## src/hw/rtl/p25vrf_pkg.sv

```systemverilog
// ---------------------------------------------------------------------------
// p25vrf_pkg
// shared types, constants and template tables for the voice record framer
// ---------------------------------------------------------------------------
package p25vrf_pkg;

    localparam int unsigned NumRec     = 18;
    localparam int unsigned RecIdxW    = 5;
    localparam int unsigned CfgIdxW    = 1;
    localparam int unsigned IdW        = 24;
    localparam int unsigned VoiceBytes = 11;
    localparam int unsigned VoiceW     = 8 * VoiceBytes;
    localparam int unsigned PosW       = 5;
    localparam int unsigned KindW      = 3;
    localparam int unsigned QDepth     = 2;

    // configuration register indexes
    localparam logic [CfgIdxW-1:0] CFG_SOURCE_ID  = 1'd0;
    localparam logic [CfgIdxW-1:0] CFG_DEST_GROUP = 1'd1;

    // input opcodes
    localparam logic OP_VOICE = 1'b0;
    localparam logic OP_END   = 1'b1;

    // record layout classes
    localparam logic [KindW-1:0] KIND_LONG  = 3'd0;
    localparam logic [KindW-1:0] KIND_SHORT = 3'd1;
    localparam logic [KindW-1:0] KIND_MID   = 3'd2;
    localparam logic [KindW-1:0] KIND_STD   = 3'd3;
    localparam logic [KindW-1:0] KIND_TERM  = 3'd4;

    // template indexes with a special layout
    localparam logic [RecIdxW-1:0] REC_LONG_A  = 5'd0;
    localparam logic [RecIdxW-1:0] REC_SHORT_A = 5'd1;
    localparam logic [RecIdxW-1:0] REC_DEST    = 5'd3;
    localparam logic [RecIdxW-1:0] REC_SRC     = 5'd4;
    localparam logic [RecIdxW-1:0] REC_MID_A   = 5'd8;
    localparam logic [RecIdxW-1:0] REC_LONG_B  = 5'd9;
    localparam logic [RecIdxW-1:0] REC_SHORT_B = 5'd10;
    localparam logic [RecIdxW-1:0] REC_LAST    = 5'(NumRec - 1);

    localparam logic [7:0] TYPE_BASE = 8'h62;
    localparam logic [7:0] TYPE_TERM = 8'h80;
    localparam logic [7:0] FILL_02   = 8'h02;

    localparam logic [PosW-1:0] LEN_LONG  = 5'd22;
    localparam logic [PosW-1:0] LEN_SHORT = 5'd14;
    localparam logic [PosW-1:0] LEN_MID   = 5'd16;
    localparam logic [PosW-1:0] LEN_STD   = 5'd17;
    localparam logic [PosW-1:0] LEN_TERM  = 5'd17;

    localparam logic [PosW-1:0] OFF_LONG  = 5'd10;
    localparam logic [PosW-1:0] OFF_SHORT = 5'd1;
    localparam logic [PosW-1:0] OFF_MID   = 5'd4;
    localparam logic [PosW-1:0] OFF_STD   = 5'd5;

    localparam logic [PosW-1:0] POS_SHORT_FILL = 5'd13;
    localparam logic [PosW-1:0] POS_MID_FILL   = 5'd3;
    localparam logic [PosW-1:0] POS_STD_FILL   = 5'd16;
    localparam logic [PosW-1:0] POS_HDR_END    = 5'd3;

    typedef struct packed {
        logic        opcode;
        logic [23:0] voice_head;
        logic [63:0] voice_tail;
    } in_word_t;

    typedef struct packed {
        logic [7:0] out_byte;
        logic       record_last;
    } out_word_t;

    typedef struct packed {
        logic [KindW-1:0]  kind;
        logic [7:0]        type_byte;
        logic [IdW-1:0]    hdr;
        logic [VoiceW-1:0] voice;
    } rec_desc_t;

    typedef struct packed {
        logic      push;
        rec_desc_t desc;
    } q_push_t;

    function automatic logic [IdW-1:0] fixed_hdr(input logic [RecIdxW-1:0] idx);
        logic [IdW-1:0] h;
        unique case (idx)
            5'd5:    h = 24'hF09D6A;
            5'd6:    h = 24'h19D426;
            5'd7:    h = 24'hE0EB7B;
            5'd15:   h = 24'hACB8A4;
            5'd16:   h = 24'h9BDC75;
            default: h = 24'h000000;
        endcase
        return h;
    endfunction

    // bytes 1..9 of the long records
    function automatic logic [7:0] long_prefix(input logic [3:0] pos);
        logic [7:0] b;
        unique case (pos)
            4'd1:    b = 8'h02;
            4'd2:    b = 8'h02;
            4'd3:    b = 8'h0C;
            4'd4:    b = 8'h0B;
            4'd5:    b = 8'h12;
            4'd6:    b = 8'h64;
            4'd9:    b = 8'h80;
            default: b = 8'h00;
        endcase
        return b;
    endfunction

endpackage

```

## src/hw/rtl/p25vrf_front.sv

```systemverilog
// ---------------------------------------------------------------------------
// p25vrf_front
// accepts words, holds the id registers and the template sequence, and
// turns each word into a record descriptor for the queue
// ---------------------------------------------------------------------------
module p25vrf_front (
    input  logic                             clk,
    input  logic                             rst_n,
    input  logic                             cfg_valid,
    output logic                             cfg_ready,
    input  logic [p25vrf_pkg::CfgIdxW-1:0]   cfg_index,
    input  logic [p25vrf_pkg::IdW-1:0]       cfg_data,
    input  logic                             in_valid,
    output logic                             in_ready,
    input  p25vrf_pkg::in_word_t             in_data,
    input  logic                             q_full,
    output p25vrf_pkg::q_push_t              q_push
);

    logic [p25vrf_pkg::IdW-1:0]     source_id_reg;
    logic [p25vrf_pkg::IdW-1:0]     dest_group_reg;
    logic [p25vrf_pkg::RecIdxW-1:0] rec_idx_reg;
    logic [p25vrf_pkg::RecIdxW-1:0] rec_idx_next;
    logic [p25vrf_pkg::RecIdxW-1:0] idx_eff;
    logic                           accept;
    p25vrf_pkg::rec_desc_t          desc;

    assign cfg_ready = 1'b1;
    assign in_ready  = !q_full;
    assign accept    = in_valid && !q_full;

    always_ff @(posedge clk or negedge rst_n)
    begin
        if (!rst_n)
        begin
            source_id_reg  <= '0;
            dest_group_reg <= '0;
        end
        else if (cfg_valid)
        begin
            unique case (cfg_index)
                p25vrf_pkg::CFG_SOURCE_ID:  source_id_reg  <= cfg_data;
                p25vrf_pkg::CFG_DEST_GROUP: dest_group_reg <= cfg_data;
                default:                    source_id_reg  <= source_id_reg;
            endcase
        end
    end

    // out of range indexes behave as the last template
    assign idx_eff = (rec_idx_reg >= p25vrf_pkg::RecIdxW'(p25vrf_pkg::NumRec))
                     ? p25vrf_pkg::REC_LAST : rec_idx_reg;

    always_comb
    begin
        desc.voice     = {in_data.voice_head, in_data.voice_tail};
        desc.type_byte = p25vrf_pkg::TYPE_BASE + {3'b000, idx_eff};
        desc.hdr       = p25vrf_pkg::fixed_hdr(idx_eff);
        desc.kind      = p25vrf_pkg::KIND_STD;
        rec_idx_next   = (idx_eff == p25vrf_pkg::REC_LAST) ? '0 : idx_eff + 5'd1;
        priority if (in_data.opcode == p25vrf_pkg::OP_END)
        begin
            desc.kind      = p25vrf_pkg::KIND_TERM;
            desc.type_byte = p25vrf_pkg::TYPE_TERM;
            desc.hdr       = '0;
            rec_idx_next   = '0;
        end
        else if (idx_eff == p25vrf_pkg::REC_LONG_A || idx_eff == p25vrf_pkg::REC_LONG_B)
        begin
            desc.kind = p25vrf_pkg::KIND_LONG;
        end
        else if (idx_eff == p25vrf_pkg::REC_SHORT_A || idx_eff == p25vrf_pkg::REC_SHORT_B)
        begin
            desc.kind = p25vrf_pkg::KIND_SHORT;
        end
        else if (idx_eff == p25vrf_pkg::REC_MID_A || idx_eff == p25vrf_pkg::REC_LAST)
        begin
            desc.kind = p25vrf_pkg::KIND_MID;
        end
        else if (idx_eff == p25vrf_pkg::REC_DEST)
        begin
            desc.hdr = dest_group_reg;
        end
        else if (idx_eff == p25vrf_pkg::REC_SRC)
        begin
            desc.hdr = source_id_reg;
        end
        else
        begin
            desc.kind = p25vrf_pkg::KIND_STD;
        end
    end

    always_ff @(posedge clk or negedge rst_n)
    begin
        if (!rst_n)
        begin
            rec_idx_reg <= '0;
        end
        else if (accept)
        begin
            rec_idx_reg <= rec_idx_next;
        end
    end

    assign q_push.push = accept;
    assign q_push.desc = desc;

endmodule

```

## src/hw/rtl/p25vrf_queue.sv

```systemverilog
// ---------------------------------------------------------------------------
// p25vrf_queue
// small descriptor queue between the front and the byte emitter
// ---------------------------------------------------------------------------
module p25vrf_queue (
    input  logic                  clk,
    input  logic                  rst_n,
    input  p25vrf_pkg::q_push_t   q_push,
    input  logic                  pop,
    output logic                  full,
    output logic                  empty,
    output p25vrf_pkg::rec_desc_t head
);

    localparam int unsigned PtrW = $clog2(p25vrf_pkg::QDepth);
    localparam int unsigned CntW = $clog2(p25vrf_pkg::QDepth + 1);

    p25vrf_pkg::rec_desc_t entry_reg [p25vrf_pkg::QDepth];
    logic [PtrW-1:0]       wr_ptr_reg;
    logic [PtrW-1:0]       rd_ptr_reg;
    logic [CntW-1:0]       count_reg;
    logic [CntW-1:0]       count_next;

    assign full  = (count_reg == CntW'(p25vrf_pkg::QDepth));
    assign empty = (count_reg == '0);
    assign head  = entry_reg[rd_ptr_reg];

    always_comb
    begin
        count_next = count_reg;
        if (q_push.push && !pop)
        begin
            count_next = count_reg + CntW'(1);
        end
        else if (pop && !q_push.push)
        begin
            count_next = count_reg - CntW'(1);
        end
    end

    always_ff @(posedge clk)
    begin
        if (q_push.push)
        begin
            entry_reg[wr_ptr_reg] <= q_push.desc;
        end
    end

    always_ff @(posedge clk or negedge rst_n)
    begin
        if (!rst_n)
        begin
            wr_ptr_reg <= '0;
            rd_ptr_reg <= '0;
            count_reg  <= '0;
        end
        else
        begin
            count_reg <= count_next;
            if (q_push.push)
            begin
                wr_ptr_reg <= (wr_ptr_reg == PtrW'(p25vrf_pkg::QDepth - 1))
                              ? '0 : wr_ptr_reg + PtrW'(1);
            end
            if (pop)
            begin
                rd_ptr_reg <= (rd_ptr_reg == PtrW'(p25vrf_pkg::QDepth - 1))
                              ? '0 : rd_ptr_reg + PtrW'(1);
            end
        end
    end

endmodule

```

## src/hw/rtl/p25vrf_back.sv

```systemverilog
// ---------------------------------------------------------------------------
// p25vrf_back
// walks the head descriptor one byte per cycle, unless stalled, into out_data
// ---------------------------------------------------------------------------
module p25vrf_back (
    input  logic                  clk,
    input  logic                  rst_n,
    input  p25vrf_pkg::rec_desc_t head,
    input  logic                  q_empty,
    output logic                  pop,
    output logic                  out_valid,
    input  logic                  out_ready,
    output p25vrf_pkg::out_word_t out_data
);

    logic [p25vrf_pkg::PosW-1:0] pos_reg;
    logic [p25vrf_pkg::PosW-1:0] rec_len;
    logic [p25vrf_pkg::PosW-1:0] voice_off;
    logic [p25vrf_pkg::PosW-1:0] voice_pos;
    logic [p25vrf_pkg::VoiceW-1:0] voice_shift;
    logic [7:0]                  voice_byte;
    logic [7:0]                  cur_byte;
    logic                        in_voice;
    logic                        is_last;
    logic                        advance;
    logic                        fire;
    logic                        out_valid_reg;
    p25vrf_pkg::out_word_t       out_word_reg;

    assign advance = !out_valid_reg || out_ready;
    assign fire    = advance && !q_empty;

    always_comb
    begin
        unique case (head.kind)
            p25vrf_pkg::KIND_LONG:
            begin
                rec_len   = p25vrf_pkg::LEN_LONG;
                voice_off = p25vrf_pkg::OFF_LONG;
            end
            p25vrf_pkg::KIND_SHORT:
            begin
                rec_len   = p25vrf_pkg::LEN_SHORT;
                voice_off = p25vrf_pkg::OFF_SHORT;
            end
            p25vrf_pkg::KIND_MID:
            begin
                rec_len   = p25vrf_pkg::LEN_MID;
                voice_off = p25vrf_pkg::OFF_MID;
            end
            p25vrf_pkg::KIND_STD:
            begin
                rec_len   = p25vrf_pkg::LEN_STD;
                voice_off = p25vrf_pkg::OFF_STD;
            end
            default:
            begin
                rec_len   = p25vrf_pkg::LEN_TERM;
                voice_off = p25vrf_pkg::OFF_STD;
            end
        endcase
    end

    assign is_last     = (pos_reg == rec_len - 5'd1);
    assign voice_pos   = pos_reg - voice_off;
    assign in_voice    = (head.kind != p25vrf_pkg::KIND_TERM) && (pos_reg >= voice_off)
                         && (voice_pos < p25vrf_pkg::PosW'(p25vrf_pkg::VoiceBytes));
    assign voice_shift = head.voice << {voice_pos, 3'b000};
    assign voice_byte  = voice_shift[p25vrf_pkg::VoiceW-1 -: 8];

    always_comb
    begin
        cur_byte = 8'h00;
        priority if (pos_reg == '0)
        begin
            cur_byte = head.type_byte;
        end
        else if (in_voice)
        begin
            cur_byte = voice_byte;
        end
        else if (head.kind == p25vrf_pkg::KIND_LONG && pos_reg < p25vrf_pkg::OFF_LONG)
        begin
            cur_byte = p25vrf_pkg::long_prefix(pos_reg[3:0]);
        end
        else if (head.kind == p25vrf_pkg::KIND_SHORT && pos_reg == p25vrf_pkg::POS_SHORT_FILL)
        begin
            cur_byte = p25vrf_pkg::FILL_02;
        end
        else if (head.kind == p25vrf_pkg::KIND_MID && pos_reg == p25vrf_pkg::POS_MID_FILL)
        begin
            cur_byte = p25vrf_pkg::FILL_02;
        end
        else if (head.kind == p25vrf_pkg::KIND_STD && pos_reg <= p25vrf_pkg::POS_HDR_END)
        begin
            cur_byte = head.hdr[8 * (3 - pos_reg[1:0]) +: 8];
        end
        else if (head.kind == p25vrf_pkg::KIND_STD && pos_reg == p25vrf_pkg::POS_STD_FILL)
        begin
            cur_byte = p25vrf_pkg::FILL_02;
        end
        else
        begin
            cur_byte = 8'h00;
        end
    end

    always_ff @(posedge clk or negedge rst_n)
    begin
        if (!rst_n)
        begin
            pos_reg       <= '0;
            out_valid_reg <= 1'b0;
        end
        else if (advance)
        begin
            out_valid_reg <= fire;
            if (fire)
            begin
                pos_reg <= is_last ? '0 : pos_reg + 5'd1;
            end
        end
    end

    always_ff @(posedge clk)
    begin
        if (fire)
        begin
            out_word_reg.out_byte    <= cur_byte;
            out_word_reg.record_last <= is_last;
        end
    end

    assign pop       = fire && is_last;
    assign out_valid = out_valid_reg;
    assign out_data  = out_word_reg;

endmodule

```

## src/hw/rtl/p25_voice_record_framer_unit.sv

```systemverilog
// ---------------------------------------------------------------------------
// p25_voice_record_framer_unit
// wraps imbe voice frames into ldu network records, one byte per word
// ---------------------------------------------------------------------------
// Each voice word becomes the next of 18 record templates (types 0x62 to
// 0x73, then back to 0x62) and an end word becomes the 17-byte 0x80
// terminator, which also restarts the sequence. Records leave one byte per
// cycle while out_ready is high; the byte emitter is the only throughput
// limit. A two-entry descriptor queue lets new words be taken while a record
// is still going out. The user must write the ids on the cfg port (index 0
// source id, index 1 talk group) only while the unit is idle; the unit does
// not enforce this itself. cfg_ready is always high.
module p25_voice_record_framer_unit (
    input  logic                           clk,
    input  logic                           rst_n,
    input  logic                           cfg_valid,
    output logic                           cfg_ready,
    input  logic [p25vrf_pkg::CfgIdxW-1:0] cfg_index,
    input  logic [p25vrf_pkg::IdW-1:0]     cfg_data,
    input  logic                           in_valid,
    output logic                           in_ready,
    input  p25vrf_pkg::in_word_t           in_data,
    output logic                           out_valid,
    input  logic                           out_ready,
    output p25vrf_pkg::out_word_t          out_data
);

    p25vrf_pkg::q_push_t   q_push;
    p25vrf_pkg::rec_desc_t q_head;
    logic                  q_full;
    logic                  q_empty;
    logic                  q_pop;

    p25vrf_front u_front (
        .clk       (clk),
        .rst_n     (rst_n),
        .cfg_valid (cfg_valid),
        .cfg_ready (cfg_ready),
        .cfg_index (cfg_index),
        .cfg_data  (cfg_data),
        .in_valid  (in_valid),
        .in_ready  (in_ready),
        .in_data   (in_data),
        .q_full    (q_full),
        .q_push    (q_push)
    );

    p25vrf_queue u_queue (
        .clk    (clk),
        .rst_n  (rst_n),
        .q_push (q_push),
        .pop    (q_pop),
        .full   (q_full),
        .empty  (q_empty),
        .head   (q_head)
    );

    p25vrf_back u_back (
        .clk       (clk),
        .rst_n     (rst_n),
        .head      (q_head),
        .q_empty   (q_empty),
        .pop       (q_pop),
        .out_valid (out_valid),
        .out_ready (out_ready),
        .out_data  (out_data)
    );

endmodule

```

## config.mk

```make
export PLATFORM = sky130hd
export DESIGN_NAME = p25_voice_record_framer_unit
export DESIGN_NICKNAME = d
export VERILOG_FILES = /design/src/hw/rtl/p25vrf_pkg.sv /design/src/hw/rtl/p25vrf_front.sv /design/src/hw/rtl/p25vrf_queue.sv /design/src/hw/rtl/p25vrf_back.sv /design/src/hw/rtl/p25_voice_record_framer_unit.sv
export SDC_FILE = /design/constraint.sdc
export NUM_CORES = 1
export LEC_CHECK = 0
export BUFFER_PORTS_ARGS = -buffer_cell sky130_fd_sc_hd__buf_2
export CAP_MARGIN = 15
export CORE_MARGIN = 5
export CORE_UTILIZATION = 35
export DETAILED_ROUTE_END_ITERATION = 10
export PLACE_DENSITY = 0.56
export SYNTH_ARGS = -nofsm -noshare
export SYNTH_HDL_FRONTEND = slang
export SYNTH_SLANG_ARGS = --single-unit
export TNS_END_PERCENT = 20
```

## constraint.sdc

```tcl
create_clock -name clk -period 17.3 [get_ports clk]
set_input_delay 2.595 -clock clk [delete_from_list [all_inputs] [get_ports clk]]
set_output_delay 2.595 -clock clk [all_outputs]
set_load 0.05 [all_outputs]
```

# == Word-level counts from Yosys, hierarchy flattened ==
# Memory sizes are Yosys's and may differ from the RTL's.
# Index checks and enable logic that the tools add are counted.
# classes
n_shift,2
n_reduce_logical,30
bitwise_logic,1
n_eq_ne,28
magnitude_cmp,5
n_div,0
multipliers,0
add_sub_neg,10
mux,32
# op_table
op,n
$mux W24,6
$pmux W24 S5,1
$shl A88 B8 Y88,1
$mux W8,7
$pmux W8 S6,1
$shiftx A24 B33 Y8,1
$eq A5 B4 Y1 const B,5
$eq A5 B3 Y1 const B,4
$mux W5,4
$eq A5 B5 Y1 const B,3
$pmux W5 S3,1
$eq A4 B3 Y1 const B,3
$logic_and A1 B1 Y1,12
$pmux W4 S3,1
$add A5 B1 Y5 const B,2
$eq A5 B2 Y1 const B,2
$logic_not A5 Y1,2
$lt A5 B4 Y1 const B,2
$mux W3,3
$add A7 B5 Y8 const A,1
$eq A4 B2 Y1 const B,2
$eq A3 B2 Y1 const B,2
$mux W2,3
$reduce_and A2 Y1,3
24 further kinds,36
# word_totals
ff_bits,72
memories,1
romBits,0
in_bits,119
word_cells,119
latch_bits,0
ramBits,246
# mem_list
name,depth,width,read_ports,rd_clocked_by_memory_dff,write_ports,line,rtl
u_queue.entry_reg,2,123,1,0,1,p25vrf_queue.sv:18,p25vrf_pkg::rec_desc_t entry_reg [p25vrf_pkg::QDepth];

# == Longest topological paths before layout ==
# Gate-level depths: netlist of run 1.
# depth
word_depth,10
ltp_mapped,14
mapped_depth_nobuf,13

# == By module ==
# A second synthesis of run 1 with hierarchy kept.
# hier_totals
hier_cells,1015
hier_area_um2,15174.6
# by_module_without_submodules
mod,instances,area_each_um2,seq_area_each_um2,cells_per_inst
p25vrf_queue,1,9303.9,7487.2,399
p25vrf_front,1,3651.0,1326.3,376
p25vrf_back,1,2219.6,420.4,240

# == Worst setup path before layout of run 1 ==
# Ideal clock, no wire load.
# synth_timing
kind,in2reg
start,input in_valid
end,"memory u_queue.entry_reg[0][0] (netlist name), enable pin"
required_time_ps,16693
setup_slack_ps,8790
path_stages,2
setup_ps,607
arrival_ps,7903
path_cell_list,nand2_1 -> nor2_1
# synth_via
elab_chain_len,3
# synth_lines
item,line,rtl
start: declaration,p25_voice_record_framer_unit.sv:20,"input logic in_valid,"
$logic_and A1 B1 Y1,p25vrf_front.sv:30,assign accept = in_valid && !q_full;
$mux W1,p25vrf_queue.sv:43,if (q_push.push)
$mux W1 (implied by the code),p25vrf_queue.sv:45,entry_reg[wr_ptr_reg] <= q_push.desc;
end: declaration,p25vrf_queue.sv:18,
# Every way passes these cells.

# == Worst setup path in the final report of run 1 ==
# layout_timing
start,register u_queue.rd_ptr_reg
end,"register u_back.out_word_reg, in the netlist u_back.out_data[1], data pin"
# layout_via
elab_chain_len,9
# layout_lines
item,line,rtl
start: declaration,p25vrf_queue.sv:20,logic [PtrW-1:0] rd_ptr_reg;
start signal: assignment,p25vrf_queue.sv:67,rd_ptr_reg <= (rd_ptr_reg == PtrW'(p25vrf_pkg::QDepth - 1))
$mem_v2 Z2 W123 (*),-,
"parallel branches: the longest is 7 deep, another holds $sub A5 B4 Y5",-,
$mux W8 (*),p25vrf_back.sv:74,priority if (pos_reg == '0)
named net u_back.cur_byte[0],p25vrf_back.sv:22,logic [7:0] cur_byte;
end: declaration,p25vrf_back.sv:28,p25vrf_pkg::out_word_t out_word_reg;
# Mark *: on every way through the listed nets, which the timed path passes.
# A chain may end at the register's enable or synchronous reset.

==> run metrics, run 1 <==
outcome finished clean; Buffers on Ports 129; Tot GR Track Use between 10% and 20%; minimum clock period after layout approximately 5200 ps; Ys Warns 0; placed insts 1,485; initial antenna violation count 0; Final period util a little under a third; final setup TNS 0 ps; reg2reg end u_back.out_data[1]; nets@finish 1,134; Core ar. 39,460 sq um; H-tree Lvls 2; fmax ~0.19 GHz; leak pwr 5.753 nW; Non-Filler Instances 1,552; cells on worst reg2reg path 11; most used cell along the critical path inv_1; max FFs per register 246; DIE WIDTH 209.1 microns; final slew viol count 0; startpoint of the worst hold path u_front.source_id_reg[4]; clock-pin slew on the worst setup and hold paths 60 ps; Rel. slew slack between 20% and 30%; reg-to-reg setup timing slack 12,050 ps; Mapped Area 13,870 sq um; vias per inst 5.095; CP top delay family buffers and inverters; CTS Buf Count 36; Max clock buf depth 3; CTS resizes 0; CP Capture Type register; Max stage delay cell, worst path dfrtp_4; clock sinks 318; Worst Path Max Fanout 45; Post-synth EDFFs 255; largest net degree at the start of global routing 75; ys async rst share between 10% and 20%; Hold WS 503.3 ps; Synth Instances 870; Critical Path AT 5510 ps; final WL 31.55 mm; Crit Path Class register to register; share of layout cells above drive strength 1 31.26%; Post-DP HPWL 21.10 mm; final hold violation count 0; number of global-route vias before repair ~8,000; antenna diode count 0; Final GP Congestion 0.8029; total power 2.924 mW; hold buffer count at cts 0; max incr delay on CP 930 ps; Reg-to-Reg Start u_queue.rd_ptr_reg; vias between 7,000 and 8,000; first-pass GRT wire length 48.85 mm; Area growth, synth to finish 16.69%; Worst-Margin Slew approximately 1100 ps; TritonCTS clock tree built; Initial Util 35.16%; Pwr Density 180.6 nW/um^2; floorplan row count 73; max-cap violations 0; commonest non-fill, non-tap cell in the layout edfxtp_1; GR Overflow Total 0; RSZ-0062 raised after global routing false; Final Setup Violations 0; Avg WL per Cell just over 20 microns; Synth cell types 70; sequential element share of the synthesized area 66.56%; WP data required 17,560 ps; CP Cell Sequence buf_4 -> mux2i_2 -> nand2_1 -> ha_2 -> inv_1 -> fa_1 -> inv_1 -> o21ai_0 -> a211oi_2 -> nor4b_2 -> o31ai_1; Worst Hold Path Cells 1; Post-route DRC 0; Die ar. 43,720 sq um; ys flop type edfxtp_1; commonest cells after routing, fill and taps aside edfxtp_1 (255), buf_2 (129), dfrtp_1 (62); Setup crit start kind register; Routed Antenna Nets 0; Max IR drop VDD 0.1098 mV; Hold EP u_front.source_id_reg[4]; Ports 131; worst skew pair latency approximately 530 ps; CP bufs+invs 3; Clock Skews 22.40 ps; clock root buffer clkbuf_16; Hold WC Path Type register to register; Die Ht 209.1 microns; drt first-iter violations 601; syn nets 1,005; final core occ 41.02%; drt pass-1 iters 4; FF+latch count, synth 318; Avg Cell Area, Syn between 15 and 20 sq um; postcts setup bufs 0
-- cell usage after synthesis (5+ instances only) --
cell	n	area [sq um]
clkbuf_1	23	86.33
mux4_2	51	1149
nor2b_1	7	43.79
inv_1	16	60.06
edfxtp_1	255	7657
dfrtp_1	63	1577
mux2_1	6	67.56
a22o_1	9	78.83
a21oi_1	42	210.2
buf_2	10	50.05
o21a_1	5	37.54
mux2_2	58	653.1
buf_1	5	18.77
nand2b_1	5	31.28
o21ai_0	15	75.07
a311oi_1	8	70.07
ha_1	15	187.7
nand2_1	50	187.7
o31ai_1	8	60.06
nor3_1	25	125.1
mux2i_1	21	210.2
o22ai_1	5	31.28
xnor2_1	6	52.55
o21ai_1	8	40.04
nand3_1	10	50.05
nor2_1	48	180.2
a211oi_1	5	37.54
-- routing by layer --
layer  part of all wire [%]  track usage [%]
met2                     48            23.20
met5                      0                0
met1                     45            19.97
met3                    5.0            2.927
met4                    1.5            3.510
-- layout make-up --
cell class / instances / area [sq um]
tap: 525 / 656.9
inverter: 16 / 60.06
clock inverter: 17 / 148.9
timing repair buffer: 139 / 740.7
sequential: 318 / 9238
fill: 3635 / 23270
clock buffer: 49 / 992.2
multi-input combinational: 488 / 4350
-- logic make-up after synthesis --
kind of cell	after synthesis	synth area share, %
xor+xnor	10	0.6313
compound gates	143	7.008
fa+ha+maj	16	1.497
mux	140	15.49
simple gates	178	6.476
other cells	1	0.02703
flops	318	66.56
buf+inv	64	2.309
-- per-stage QoR --
step	cell area [sq um]	setup WS, ps
finish	16190	12050
floorplan	13870	8790
detailed placement	15020	11940
CTS	16160	11920
global route	16190	11490
global placement	15020	12070
-- worst max-delay path by stage --
stage	from	to	slack [ps]	cells past startpoint
6_report	u_queue.rd_ptr_reg	u_back.out_data[1]	12050	11
5_1_grt	u_queue.rd_ptr_reg	u_back.out_data[5]	11490	11
4_1_cts	u_queue.rd_ptr_reg	u_back.out_data[5]	11920	11
3_5_place_dp	u_queue.rd_ptr_reg	u_back.out_data[5]	11940	11
3_3_place_gp	u_queue.rd_ptr_reg	u_back.out_data[1]	12070	11
2_1_floorplan	in_valid	u_queue.entry_reg[0][0]	8790	2
-- power breakdown --
| part | total [mW] | internal (mW) | switching, mW |
|---|---|---|---|
| Sequential | 1.16 | 1.05 | 0.102 |
| Combinational | 1.03 | 0.412 | 0.619 |
| Clock | 0.737 | 0.434 | 0.303 |
| Total | 2.92 | 1.90 | 1.02 |
No activity file was read; power rests on OpenSTA's default activity.
==> run 2: changes to the inputs <==
clock period = 5.3 ns   (was 17.3 ns; I/O delays follow)
==> run 2 against run 1 <==
Against the previous run: worst setup slack got worse by 10000 ps; largest power group unchanged; critical path type unchanged; sequential power rose to 3.2 times the previous value; cell count fell by 0.19%; clock skew fell by 3.1 ps.
==> run metrics, run 2 (synthesized netlist as in run 1, its figures left out) <==
outcome finished clean; Buffers on Ports 129; Crit Path Class register to register; commonest non-fill, non-tap cell in the layout edfxtp_1; Post-DP HPWL 21.48 mm; Worst Path Max Fanout 40; CP Capture Type register; Final period util 69.88%; CP Cell Sequence buf_4 -> mux2_2 -> nor2_1 -> ha_1 -> a211o_1 -> a21o_1 -> o211ai_1 -> a211oi_2 -> buf_4 -> o32ai_1 -> a21oi_1; Max clock buf depth 3; final hold violation count 0; clock sinks 318; total power 9.488 mW; worst skew pair latency 530 ps; RSZ-0062 raised after global routing false; DIE WIDTH 209.1 microns; Die ar. about 44,000 sq um; Pwr Density 588.0 nW/um^2; leak pwr 5.747 nW; clock-pin slew on the worst setup and hold paths approximately 60 ps; initial antenna violation count 1; antenna diode count 0; Max IR drop VDD slightly above 0.3 mV; cells on worst reg2reg path 11; Critical Path AT slightly below 4000 ps; final core occ 40.89%; Initial Util 35.16%; max FFs per register about 250; Hold WC Path Type primary input to async pin; Post-route DRC 0; reg2reg end u_back.out_data[3]; minimum clock period after layout 3704 ps; Routed Antenna Nets 0; largest net degree at the start of global routing 124; hold buffer count at cts 0; multi-input logic area 4350 sq um; clock root buffer clkbuf_16; most used cell along the critical path buf_4; CTS resizes 0; Rel. slew slack between 20% and 30%; drt pass-1 iters 5; Die Ht 209.1 microns; share of layout cells above drive strength 1 31.64%; floorplan row count 73; Clock Skews 19.30 ps; vias slightly below 8,000; fillcell total between 3,000 and 4,000; Setup crit start kind register; Core ar. 39,460 sq um; CTS Buf Count 35; Crit path depth 11; Tot GR Track Use between 10% and 20%; Ports 131; fmax 0.2700 GHz; postcts setup bufs 0; critical path startpoint u_queue.rd_ptr_reg; register area 9238 sq um; TritonCTS clock tree built; CP bufs+invs 2; Worst-Margin Slew 1119 ps; CP top delay family compound AO/OA/AOI/OAI gates; final setup TNS 0 ps; Avg WL per Cell 20.62 microns; Max stage delay cell, worst path buf_4; max-cap violations 0; number of global-route vias before repair ~8,000; H-tree Lvls 2; first-pass GRT wire length about 50 mm; nets@finish approximately 1,100; Area growth, synth to finish 16.32%; Reg-to-Reg Start u_queue.rd_ptr_reg; Worst Setup EP u_back.out_data[3]; max incr delay on CP approximately 590 ps; reg-to-reg setup timing slack between 1500 and 2000 ps; vias per inst 5.111; drt first-iter violations 636; commonest cells after routing, fill and taps aside edfxtp_1 (255), buf_2 (129), dfrtp_1 (62); final slew viol count 0; GR Overflow Total 0; Final GP Congestion 0.8220; WP data required 5560 ps; Final Setup Violations 0; final WL 31.94 mm
[run 2: changes by cell type in the layout (fill, tap and decap cells not counted), moves of 2 or more]
cell / previous run / this run
inv_6: 0 / 4
clkbuf_1: 11 / 7
buf_4: 9 / 12
buf_12: 0 / 2
clkinvlp_4: 3 / 0
clkinv_2: 3 / 5
clkbuf_16: 38 / 35
clkinv_1: 7 / 5
[run 2: layout make-up]
class                      instances  share of cell area, %
timing repair buffer             143                  4.808
multi-input combinational        488                  26.96
inverter                          16                 0.3722
tap                              525                  4.071
clock buffer                      43                  5.676
sequential                       318                  57.25
clock inverter                    16                 0.8607
[run 2: power by group]
part	internal [mW]	switching (mW)	total (mW)
clock	1.33	0.945	2.27
combinational	1.41	2.09	3.50
sequential	3.44	0.276	3.71
[run 2: routing by layer]
layer	up-vias	part of all wire, %	wire length (microns)	global-route usage (%)
met5	-	0.041	13	0
li1	3681	-	-	-
met3	45	5.7	1817	3.483
met1	3988	45	14340	20.10
met2	201	47	15100	22.65
met4	2	2.1	675	3.690
[run 2: per-stage QoR]
stage / worst slack (ps) / instance area, sq um / cells / hold slack, ps
finish: 1596 / 16140 / 1549 / 442.3
global route: 1294 / 16140 / 1549 / 432.0
CTS: 1610 / 16140 / 1549 / 431.6
detailed placement: 1608 / 15080 / 1490 / 479.5
global placement: 1647 / 15080 / 1490 / 477.1
floorplan: -1612 / 13870 / 870 / 449.2
[run 2: worst min path at each step]
stage / from / to / slack [ps] / cells past startpoint
6_report: rst_n / u_front.dest_group_reg[3] / 440 / 2
3_5_place_dp: u_front.rec_idx_reg[0] / u_front.rec_idx_reg[0] / 480 / 2
5_1_grt: in_data[83] / u_queue.entry_reg[0][83] / 430 / 1
3_3_place_gp: u_front.rec_idx_reg[0] / u_front.rec_idx_reg[0] / 480 / 2
4_1_cts: in_data[83] / u_queue.entry_reg[1][83] / 430 / 1
2_1_floorplan: u_front.rec_idx_reg[0] / u_front.rec_idx_reg[0] / 450 / 2
==> run 3: changes to the inputs <==
ABC_AREA = 1   (was default)
clock period = 3.7 ns   (was 5.3 ns; I/O delays follow)
==> run 3 against run 2 <==
Against the previous run: non-clock buffer count grew 10; design area grew 3.3%; cell count grew 37%; routed wire length grew 14%; first-iteration DRC count grew 18%; critical path type unchanged; largest cell class unchanged; highest routed layer unchanged.
==> run metrics, run 3 <==
floorplan row count 74; Worst Path Max Fanout 23; WP data required between 4000 and 5000 ps; Post-DP HPWL 24.00 mm; Setup crit start kind register; placed insts 2,045; DIE WIDTH 212.1 microns; vias 10,370; CP Capture Type register; hold buffer count at cts 0; most used cell along the critical path o21ai_0; minimum clock period after layout 3358 ps; CP bufs+invs 2; H-tree Lvls 2; Initial Util 35.18%; max-cap violations 0; CTS resizes 0; initial antenna violation count 3; worst skew pair latency 560 ps; Rel. slew slack a little over two fifths; Core ar. around 41,000 sq um; Synth top area share 53.54%; Final GP Congestion 0.8812; final instance area 16,670 sq um; Avg WL per Cell 17.27 microns; drt first-iter violations between 700 and 800; postcts setup bufs 0; Final period util 90.77%; Reg-to-Reg Start u_front.rec_idx_reg[2]; Buffers on Ports 129; Ports about 130; share of layout cells above drive strength 1 14.48%; FF+latch count, synth 318; Post-synth top cells nand2_1 (435), edfxtp_1 (255), nand3_1 (183), o21ai_0 (113), nor2_1 (93); Max clock buf depth 3; clock root buffer clkbuf_16; Hold WC Path Type primary input to async pin; Post-route DRC 0; most frequent cell after synthesis nand2_1; Worst-Margin Slew ~840 ps; clock-pin slew on the worst setup and hold paths 60 ps; Clock Skews 16.51 ps; Crit Path Class register to register; nets@finish 1,687; clock sinks 318; max incr delay on CP 510 ps; register area between 9000 and 10,000 sq um; fillcell total approximately 4,000; Ys Warns 0; final hold violation count 0; CP top delay family simple AND/OR/NAND/NOR gates; ys async rst share 19.81%; final slew viol count 0; Final Setup Violations 0; reg-to-reg setup timing slack about 340 ps; Avg Cell Area, Syn 9.987 sq um; Synth Instances 1,432; max FFs per register 246; commonest non-fill, non-tap cell in the layout nand2_1; largest net degree at the start of global routing 124; Tot GR Track Use between 10% and 20%; reg2reg end u_queue.entry_reg[1][96]; CTS Buf Count 37; vias per inst 4.901; Non-Filler Instances 2,116; number of global-route vias before repair roughly 10,000; Pwr Density 887.4 nW/um^2; syn nets 1,567; top area cells in the synthesized netlist edfxtp_1 (54%), nand2_1 (11%), dfrtp_1 (11%); sequential element share of the synthesized area approximately 65%; Post-synth EDFFs 255; multi-input logic area between 4000 and 5000 sq um; first-pass GRT wire length 57.68 mm; fmax between 0.2 and 0.3 GHz; CP Cell Sequence nor2_2 -> inv_1 -> o21ai_0 -> nand2_1 -> inv_1 -> ha_1 -> nand4_2 -> nand3_1 -> o21ai_0 -> nand2_1 -> o21ai_0 -> nor4_1; TritonCTS clock tree built; Max stage delay cell, worst path dfrtp_1; placement-stage cell area 15,510 sq um; Die Ht 212.1 microns; leak pwr 7.026 nW; Max IR drop VDD 0.5620 mV; Critical Path AT 3680 ps; outcome finished clean; RSZ-0062 raised after global routing false; Area growth, synth to finish 16.60%; Synth cell types 46; GR Overflow Total 0; drt pass-1 iters 5; Mapped Area 14,300 sq um; Routed Antenna Nets 0; Die ar. 45,000 sq um; ys flop type edfxtp_1; Synth area leader edfxtp_1; cells on worst reg2reg path 12; commonest cells after routing, fill and taps aside nand2_1 (435), edfxtp_1 (255), nand3_1 (183); final WL 36.54 mm
-- run 3: worst max-delay path by stage --
| stage | from | slack (ps) | cells after the start | endpoint |
|---|---|---|---|---|
| 5_1_grt | u_front.rec_idx_reg[2] | 120 | 12 | u_queue.entry_reg[1][96] |
| 6_report | u_front.rec_idx_reg[2] | 340 | 12 | u_queue.entry_reg[1][96] |
| 2_1_floorplan | u_queue.count_reg[0] | -1000 | 4 | u_queue.entry_reg[1][0] |
| 3_3_place_gp | u_front.rec_idx_reg[2] | 520 | 12 | u_queue.entry_reg[1][110] |
| 3_5_place_dp | u_front.rec_idx_reg[2] | 460 | 12 | u_queue.entry_reg[1][96] |
| 4_1_cts | u_front.rec_idx_reg[2] | 440 | 12 | u_queue.entry_reg[1][96] |
-- run 3: per-layer routing --
layer / GRT usage [%] / share of wire [%]
met1: 21.76 / 44
met2: 26.47 / 47
met3: 3.350 / 6.1
met5: 0 / 0.030
met4: 5.664 / 2.9
-- run 3: kinds of logic (layout without fill, tap and decap cells) --
kind of cell | Yosys count | in the layout | share of synthesized area (%)
buffers and inverters | 168 | 317 | 4.934
adders and majority gates | 16 | 16 | 1.452
AOI/OAI and AO/OA | 178 | 178 | 6.711
xor gates and xnor gates | 4 | 4 | 0.2450
DFF | 318 | 318 | 64.57
muxes | 3 | 3 | 0.2100
other | 1 | 4 | 0.02622
and+or+nand+nor | 744 | 744 | 21.85
-- run 3: power breakdown --
| group | total [mW] | internal [mW] | leakage (nW) | switching (mW) |
|---|---|---|---|---|
| combinational | 6.05 | 1.72 | 3.29 | 4.33 |
| clock | 3.51 | 2.04 | 0.561 | 1.47 |
| sequential | 5.23 | 4.91 | 3.17 | 0.322 |
| total | 14.8 | 8.68 | 7.03 | 6.12 |
-- run 3: layout make-up --
cell class                 instances  share of cell area [%]
clock buffer                      49                   5.950
clock inverter                    19                   1.005
multi-input combinational        946                   26.26
sequential                       318                   55.40
timing repair buffer             153                   5.177
tap                              532                   3.992
antenna                            3                 0.04502
inverter                          96                   2.169
-- run 3: per-stage QoR --
stage,hold slack [ps],worst slack [ps],TNS (ps),util (%),total power [mW]
CTS,118.0,436.9,0,41.01,15.04
finish,110.1,341.6,0,41.02,14.80
detailed placement,468.2,460.1,0,38.15,11.47
floorplan,259.4,-996.4,-243730,-,9.539
global placement,461.8,524.2,0,38.15,11.42
global route,159.5,116.6,0,41.01,15.94
